[config.mk]
export PLATFORM = sky130hd
export DESIGN_NAME = utf8_stream_decoder
export DESIGN_NICKNAME = d
export VERILOG_FILES = /design/src/utf8_pkg.sv /design/src/utf8_stream_decoder.sv
export SDC_FILE = /design/constraint.sdc
export NUM_CORES = 1
export LEC_CHECK = 0
export BUFFER_PORTS_ARGS = -buffer_cell sky130_fd_sc_hd__buf_2
export CORE_MARGIN = 4
export CORE_UTILIZATION = 50
export DETAILED_ROUTE_END_ITERATION = 10
export GPL_ROUTABILITY_DRIVEN = 0
export PLACE_DENSITY = 0.77
export SLEW_MARGIN = 20
export SYNTH_ARGS = -nofsm -noshare
export SYNTH_HDL_FRONTEND = slang
export SYNTH_SLANG_ARGS = --single-unit
[constraint.sdc]
create_clock -name clk -period 3.94 [get_ports clk]
set_clock_uncertainty 0.1 [all_clocks]
set_input_delay 0.394 -clock clk [delete_from_list [all_inputs] [get_ports clk]]
set_output_delay 0.394 -clock clk [all_outputs]
set_load 0.02 [all_outputs]
[src/utf8_pkg.sv]
// Shared types and constants for the UTF-8 stream decoder.
`timescale 1ns / 1ps

package utf8_pkg;

  // Value emitted in place of a broken multi-byte sequence
  localparam logic [31:0] SUBST_CODE = 32'h0000_005E;

  // Depth of the result queue; log2 of it sizes the pointers
  localparam int RES_DEPTH   = 4;
  localparam int RES_PTR_W   = 2;
  localparam int RES_CNT_W   = 3;

  // One decoded result word
  typedef struct packed {
    logic [31:0] code_point;
    logic        substituted;
    logic        last_of_run;
  } result_t;

endpackage

[src/utf8_stream_decoder.sv]
// Lenient UTF-8 decoder: one byte in, zero to two code points out.
`timescale 1ns / 1ps

// The decoder takes one byte per clock while in_tready is high and decodes it
// in the cycle it is accepted, writing its results into a four-word result
// queue. A byte is accepted whenever that queue holds at most two words, so
// the sustained rate is one byte per cycle while the output keeps pace. A byte
// that breaks an open sequence produces the substitute 0x5E, followed by the
// byte's own result unless it is a lead byte, so a stream heavy in broken
// sequences is limited by the output side to one word per cycle. A lead byte
// with no sequence open produces no word; result words are registered.
module utf8_stream_decoder
  import utf8_pkg::*;
(
  input  logic        clk,
  input  logic        rst_n,
  // Byte input
  input  logic        in_tvalid,
  output logic        in_tready,
  input  logic [7:0]  in_tdata,   // [7:0] in_byte
  // Result output
  output logic        out_tvalid,
  input  logic        out_tready,
  output logic [31:0] out_tdata,  // [31:0] code_point
  output logic        out_tuser,  // [0] substituted
  output logic        out_tlast   // last_of_run
);

  // Decoder state
  logic [2:0]  pending_r, pending_nxt;
  logic [31:0] partial_r, partial_nxt;

  // Result queue
  result_t              res_mem_r [RES_DEPTH];
  logic [RES_PTR_W-1:0] wr_ptr_r, rd_ptr_r;
  logic [RES_CNT_W-1:0] count_r, count_nxt;

  logic        in_acc, out_acc;
  logic        is_cont;
  logic [31:0] cont_value;
  logic [2:0]  cont_pending;
  logic        fresh_emit;
  logic [31:0] fresh_cp;
  logic [2:0]  lead_pending;
  logic [7:0]  lead_mask;
  logic [1:0]  n_push;
  result_t     push0, push1;

  assign in_tready  = (count_r <= RES_CNT_W'(RES_DEPTH - 2));
  assign in_acc     = in_tvalid & in_tready;
  assign out_tvalid = (count_r != '0);
  assign out_acc    = out_tvalid & out_tready;

  assign out_tdata  = res_mem_r[rd_ptr_r].code_point;
  assign out_tuser  = res_mem_r[rd_ptr_r].substituted;
  assign out_tlast  = res_mem_r[rd_ptr_r].last_of_run;

  assign is_cont      = (in_tdata[7:6] == 2'b10);
  assign cont_value   = {partial_r[25:0], in_tdata[5:0]};
  assign cont_pending = pending_r - 3'd1;

  // Classify a byte seen with no sequence open
  always_comb begin
    fresh_emit   = 1'b0;
    fresh_cp     = {24'd0, in_tdata};
    lead_pending = 3'd0;
    lead_mask    = 8'h00;
    casez (in_tdata)
      8'b0???????: begin
        fresh_emit = 1'b1;
      end
      8'b10??????: begin
        fresh_emit = 1'b1;
        fresh_cp   = {25'd0, in_tdata[6:0]};
      end
      8'b110?????: begin
        lead_pending = 3'd1;
        lead_mask    = 8'h1F;
      end
      8'b1110????: begin
        lead_pending = 3'd2;
        lead_mask    = 8'h0F;
      end
      8'b11110???: begin
        lead_pending = 3'd3;
        lead_mask    = 8'h07;
      end
      8'b111110??: begin
        lead_pending = 3'd4;
        lead_mask    = 8'h03;
      end
      8'b1111110?: begin
        lead_pending = 3'd5;
        lead_mask    = 8'h01;
      end
      8'b11111110: begin
        lead_pending = 3'd6;
      end
      default: begin
        // all ones: keeps no bits, seven continuations follow
        lead_pending = 3'd7;
      end
    endcase
  end

  // Decode the accepted byte into state update and up to two result words
  always_comb begin
    pending_nxt = pending_r;
    partial_nxt = partial_r;
    n_push      = 2'd0;
    push0       = '{code_point: fresh_cp, substituted: 1'b0, last_of_run: 1'b1};
    push1       = '{code_point: fresh_cp, substituted: 1'b0, last_of_run: 1'b1};
    if (in_acc) begin
      if ((pending_r != 3'd0) && is_cont) begin
        // shift in six bits, emit when the sequence completes
        pending_nxt = cont_pending;
        if (cont_pending == 3'd0) begin
          partial_nxt      = '0;
          push0.code_point = cont_value;
          n_push           = 2'd1;
        end else begin
          partial_nxt = cont_value;
        end
      end else begin
        if (fresh_emit) begin
          pending_nxt = 3'd0;
          partial_nxt = '0;
        end else begin
          pending_nxt = lead_pending;
          partial_nxt = {24'd0, in_tdata & lead_mask};
        end
        if (pending_r != 3'd0) begin
          // broken sequence: substitute first, then the byte afresh
          push0 = '{code_point: SUBST_CODE, substituted: 1'b1, last_of_run: !fresh_emit};
          n_push = fresh_emit ? 2'd2 : 2'd1;
        end else begin
          n_push = fresh_emit ? 2'd1 : 2'd0;
        end
      end
    end
  end

  assign count_nxt = count_r + RES_CNT_W'(n_push) - RES_CNT_W'(out_acc);

  // Hold decoder state and queue pointers
  always_ff @(posedge clk) begin
    if (!rst_n) begin
      pending_r <= 3'd0;
      partial_r <= '0;
      wr_ptr_r  <= '0;
      rd_ptr_r  <= '0;
      count_r   <= '0;
    end else begin
      pending_r <= pending_nxt;
      partial_r <= partial_nxt;
      wr_ptr_r  <= wr_ptr_r + RES_PTR_W'(n_push);
      count_r   <= count_nxt;
      if (out_acc) begin
        rd_ptr_r <= rd_ptr_r + RES_PTR_W'(1);
      end
    end
  end

  // Write result words into the queue
  always_ff @(posedge clk) begin
    if (n_push != 2'd0) begin
      res_mem_r[wr_ptr_r] <= push0;
    end
    if (n_push == 2'd2) begin
      res_mem_r[wr_ptr_r + RES_PTR_W'(1)] <= push1;
    end
  end

endmodule

* Word-level counts from Yosys, hierarchy flattened
Memories as Yosys holds them, arrays and structs flattened. A register that Yosys moved wholly into a read port is not among the register bits. Index checks and enable logic that the tools add are counted.
Word-level totals: flip-flop bits (word level) 36, bits in writable memories 136, input bits 12, word-level logic and storage cells 58, memories kept 1
Memory list:
- res_mem_r | words 4, bits a word 34, read ports 1, clocked after Yosys merged registers in 1, wr ports 2, line utf8_stream_decoder.sv:34 | result_t res_mem_r [RES_DEPTH];
Cells by class: add/subtract/negate cells 6, magnitude comparators 1, equal/unequal tests 8, mux-type cells 26, bitwise operators 4, reduce and logical (&&, ||, !) cells 7
Operator list (count):
- two-way mux 34 bit | 2
- two-way mux 32 bit | 2
- two-way mux 26 bit | 2
- one-hot mux 5 bit (5 select lines) | 1
- one-hot mux 3 bit (7 select lines) | 1
- two-way mux 8 bit | 2
- two-way mux 2 bit | 7
- AND 8 bit | 1
- equality test 8 bit, second input constant | 1
- equality test 7 bit, second input constant | 1
- two-way mux 1 bit | 7
- equality test 6 bit, second input constant | 1
- two-way mux 3 bit | 2
- nonzero test 3 bit | 2
- equality test 5 bit, second input constant | 1
- adder 2 x 1 -> 2 bit, second input constant | 2
- equality test 2 bit, second input constant | 2
- equality test 4 bit, second input constant | 1
- adder 3 x 2 -> 3 bit | 1
- equality test 3 bit, second input constant | 1
- less-or-equal comparator 3 x 2 -> 1 bit, second input constant | 1
- logical NOT 3 bit | 1
- subtractor 3 x 1 -> 3 bit | 1
- subtractor 3 x 1 -> 3 bit, second input constant | 1
- 7 further kinds | 8

* Logic depth before layout (Yosys ltp)
depth in word-level cells 10, depth in mapped cells 15

* Worst setup path after synthesis
Ideal clock, no wire load.
path type register -> register, start point reg pending_r[0], end point reg count_r[2], library setup time 0.128 ns, data arrival time 2.850 ns, required time 3.712 ns, slack 0.863 ns, stages on the path, launching flop included 16, buffers on the path 2, period minus slack after synthesis 3.077 ns, path through dfxtp_1 -> inv_1 -> ha_1 -> nand2b_1 -> buf_4 -> inv_1 -> ha_1 -> clkbuf_1 -> a21oi_1 -> a211oi_2 -> or2_2 -> nand2_1 -> ha_1 -> fa_1 -> xnor2_1 -> nor2_1
Between the ends: cells in the longest elaborated chain, start to end 7, elaborated cells between the ends (all ways) 10, classes of those cells add/sub (3); mux (4); reduce/logical (3)
RTL lines:
- start, declared | line utf8_stream_decoder.sv:30 | logic [2:0] pending_r, pending_nxt;
- start signal, assigned | line utf8_stream_decoder.sv:154 | pending_r <= pending_nxt;
- subtractor 3 x 1 -> 3 bit | line utf8_stream_decoder.sv:60 | assign cont_pending = pending_r - 3'd1;
- logical NOT 3 bit | line utf8_stream_decoder.sv:117 | if (cont_pending == 3'd0) begin
- two-way mux 1 bit | line utf8_stream_decoder.sv:117
- two-way mux 2 bit (*) | line utf8_stream_decoder.sv:114 | if ((pending_r != 3'd0) && is_cont) begin
- two-way mux 2 bit (*) | line utf8_stream_decoder.sv:113 | if (in_acc) begin
- adder 3 x 2 -> 3 bit (*) | line utf8_stream_decoder.sv:143 | assign count_nxt = count_r + RES_CNT_W'(n_push) - RES_CNT_W'(out_acc);
- subtractor 3 x 1 -> 3 bit (*) | line utf8_stream_decoder.sv:143
- end signal, assigned | line utf8_stream_decoder.sv:157 | count_r <= count_nxt;
- end, declared | line utf8_stream_decoder.sv:36 | logic [RES_CNT_W-1:0] count_r, count_nxt;
Every way passes the cells marked *; elsewhere a longest branch is shown, timed or not. A chain may end at the register's enable or synchronous reset.

* Worst setup path after layout
start point reg pending_r[0], end point reg count_r[1]
Between the ends: cells in the longest elaborated chain, start to end 7, elaborated cells between the ends (all ways) 10, classes of those cells add/sub (3); mux (4); reduce/logical (3)
RTL lines (line):
- subtractor 3 x 1 -> 3 bit | utf8_stream_decoder.sv:60
- logical NOT 3 bit | utf8_stream_decoder.sv:117
- two-way mux 1 bit | utf8_stream_decoder.sv:117
- two-way mux 2 bit (*) | utf8_stream_decoder.sv:114
- two-way mux 2 bit (*) | utf8_stream_decoder.sv:113
- adder 3 x 2 -> 3 bit (*) | utf8_stream_decoder.sv:143
- subtractor 3 x 1 -> 3 bit (*) | utf8_stream_decoder.sv:143
- named net count_nxt[1] | utf8_stream_decoder.sv:36
Mark *: on every way through the listed nets, which the timed path passes. The rest lies on a longest branch.

==> results.json <==
{
  "status": "complete, no violations",
  "rows": 45,
  "layout_min_cycle_time_ps": 3246,
  "synth.avg_cell_area_um2": 10.42,
  "ant_nets": 0,
  "clkPwrFrac_pct": 36.3,
  "ctsResizeCount": 0,
  "clkTransAtPathRegs_ps": 60,
  "synth_edf_count": 32,
  "rr_endpoint": "count_r[1]",
  "timing.final.crit_share_pct": 82.38,
  "maxCapViolations": 0,
  "synth_top_area_cell": "dfxtp_1",
  "final_hold_viol_count": 0,
  "yosys_warnings": 0,
  "netlist_top_cells_area": "dfxtp_1 36%, mux2i_1 13%, edfxtp_1 12%",
  "drcViolationCount": 0,
  "tightest_slew_ps": 942.9,
  "grt_pass1_wl_mm": 29.94,
  "clock_latency_ps": 430,
  "initial_utilization_pct": 51.29,
  "cp-start-kind": "register",
  "hpwlAfterDp_mm": 11.83,
  "holdPathStages": 2,
  "io-pin-count": 48,
  "layout-area-overhead-vs-synth_pct": 11.96,
  "routed_via_density": 5.812,
  "power-per-cell-area_mw_per_mm2": 543.5,
  "numPlacedInstances": 971,
  "power.switching_mw": 1.428,
  "postPlaceCellArea_mm2": 0.008175,
  "worstSetupPathType": "register to register",
  "die_area_mm2": 0.01778,
  "hold_end": "count_r[0]",
  "core_mm2": 0.01531,
  "cts_made_buffers": 17,
  "cts_tree": "yes",
  "slew_headroom_pct": 36.75,
  "syn_area_mm2": 0.007855,
  "setup_tns_ps": 0,
  "syn_nets": 773,
  "drt_iter0_markers": 580,
  "clkSinkCount": 174,
  "p_int_mw": 3.352,
  "yosysSeqAreaShare_pct": 48.42,
  "fp.dieH_um": 133.3,
  "clockBufferDepth": 2,
  "power_frac_seq_pct": 42.7,
  "synthFlopType": "dfxtp_1",
  "detail_route.wl_per_cell_um": 18.36,
  "synth-seq-cells": 174,
  "nets": 798,
  "postCtsHoldBufs": 0,
  "diodes": 0,
  "wl_mm": 18.41,
  "grt_start_max_net_pins": 36,
  "grt_usage_pct": 21.18,
  "vias": 5829,
  "slew_viol_final": 0,
  "instances_no_fill": 1003,
  "final_area_mm2": 0.008795,
  "rsz0062_at_grt": "false",
  "final_core_util_pct": 57.43,
  "h-tree-depth": 4,
  "worst_ep_required_time_ps": 4170,
  "portBuffers": 47,
  "setup_viol": 0,
  "whs_ps": 131.7,
  "yosysUniqueCellTypes": 45,
  "comb_power_share_pct": 21.1,
  "vdd_drop_max_mv": 0.2571,
  "drtPass1Iterations": 7,
  "grt_pass1_vias": 5834,
  "fp.dieW_um": 133.3,
  "postCtsSetupBuffers": 0,
  "ctsRootBufferMaster": "clkbuf_16",
  "r2r-start": "pending_r[0]",
  "postSynthCellCount": 754,
  "hp-class": "input port to register",
  "fmax_mhz": 308.1,
  "min_from": "rst_n",
  "antenna_found_initial": 1,
  "yosysTopAreaCellShare_pct": 36.19,
  "netSwitchingFraction_pct": 29.87,
  "final_layout_size_suffix_gt1_share_pct": 17.17,
  "reg2regPathDepth": 13,
  "crit_fanout": 9,
  "r2r_setup_slack_ps": 690,
  "critPathArrivalTime_ps": 3470,
  "critPathCaptureType": "register",
  "grt-ovfl-total": 0,
  "ys_async_sr_fraction_pct": 0,
  "power.leakage_nw": 3.821
}
-- power groups by stage --
stage          Clock (mW)  Combinational (mW)  Sequential (mW)
6_report             1.73                1.01             2.04
2_1_floorplan           0               0.848             1.98
3_3_place_gp            0               0.991             2.08
3_5_place_dp            0                1.00             2.08
4_1_cts              1.75                1.01             2.04
5_1_grt              1.83                1.09             2.06
-- placed cells by master, fill, tap and decap left out, types with 7 or more instances in the layout --
master,netlist,layout
a21oi_1,46,46
and2_1,7,7
buf_2,19,47
buf_4,9,15
clkbuf_16,0,18
dfxtp_1,142,140
edfxtp_1,32,32
inv_1,11,11
mux2i_1,101,101
mux4_2,34,34
nand2_1,168,168
nand3_1,30,30
nor2_1,27,27
nor2b_1,8,8
o211ai_1,9,9
o22a_1,17,17
-- synthesized netlist by cell type, types with 6 or more instances --
cell,number
buf_4,9
edfxtp_1,32
mux4_2,34
o21ai_0,6
nand2_1,168
dfxtp_1,142
a21oi_1,46
clkbuf_1,23
ha_1,6
o211ai_1,9
nor2_1,27
nand3_1,30
and2_1,7
inv_1,11
buf_2,19
o22a_1,17
mux2i_1,101
nor2b_1,8
-- layer usage --
| layer | routed length (um) | global-route usage [%] |
|---|---|---|
| met1 | 7973 | 26.84 |
| met2 | 9081 | 35.52 |
| met3 | 844 | 4.003 |
| met4 | 504 | 9.200 |
| met5 | 7 | 0 |
-- cell families (layout without fill, tap and decap cells) --
family	after synthesis	count (layout)	share of synthesized area [%]
AOI/OAI and AO/OA	102	102	8.394
xor gates and xnor gates	6	6	0.6691
adders and majority gates	7	7	1.211
buffers and inverters	69	107	4.540
DFF	174	174	48.42
muxes	135	135	22.62
and+or+nand+nor	261	261	14.14
-- worst max path at each step --
stage                             from    endpoint  cells past startpoint
final                     pending_r[0]  count_r[1]                     13
after detailed placement  pending_r[0]  count_r[1]                     13
after CTS                 pending_r[0]  count_r[1]                     13
after global routing      pending_r[0]  count_r[1]                     13
after global placement    pending_r[0]  count_r[1]                     13
after floorplan           pending_r[0]  count_r[2]                     15
-- critical path: stages (launching register included) --
cell and delay (ps):
dfxtp_1 360, inv_1 80, ha_1 230, nand2b_1 190
inv_1 120, ha_1 430, a21oi_1 300, a211oi_2 50
buf_4 170, or2_2 320, nand2_1 70, ha_1 160
fa_1 400, and2_1 160
-- sequential cells by signal, summed over array words and instances (netlist names), named ones only --
register,count
res_mem_r,136
partial_r,26
count_r,3
pending_r,3
rd_ptr_r,2
wr_ptr_r,2
-- per-stage QoR --
step	power, mW	worst slack (ps)
finish	4.780	694.1
global route	4.976	435.8
CTS	4.801	707.3
detailed placement	3.083	716.1
global placement	3.067	799.5
floorplan	2.830	862.6
-- final cells by class --
type                            count  area (um^2)
Tap cell                          211        264.0
Multi-Input combinational cell    511         3706
Timing Repair Buffer               62        347.8
Sequential cell                   174         3806
Inverter                           13        51.30
Clock buffer                       23        499.2
Clock inverter                      9        120.1
Fill cell                        1272         6520
(Power assumes the default switching activity.)
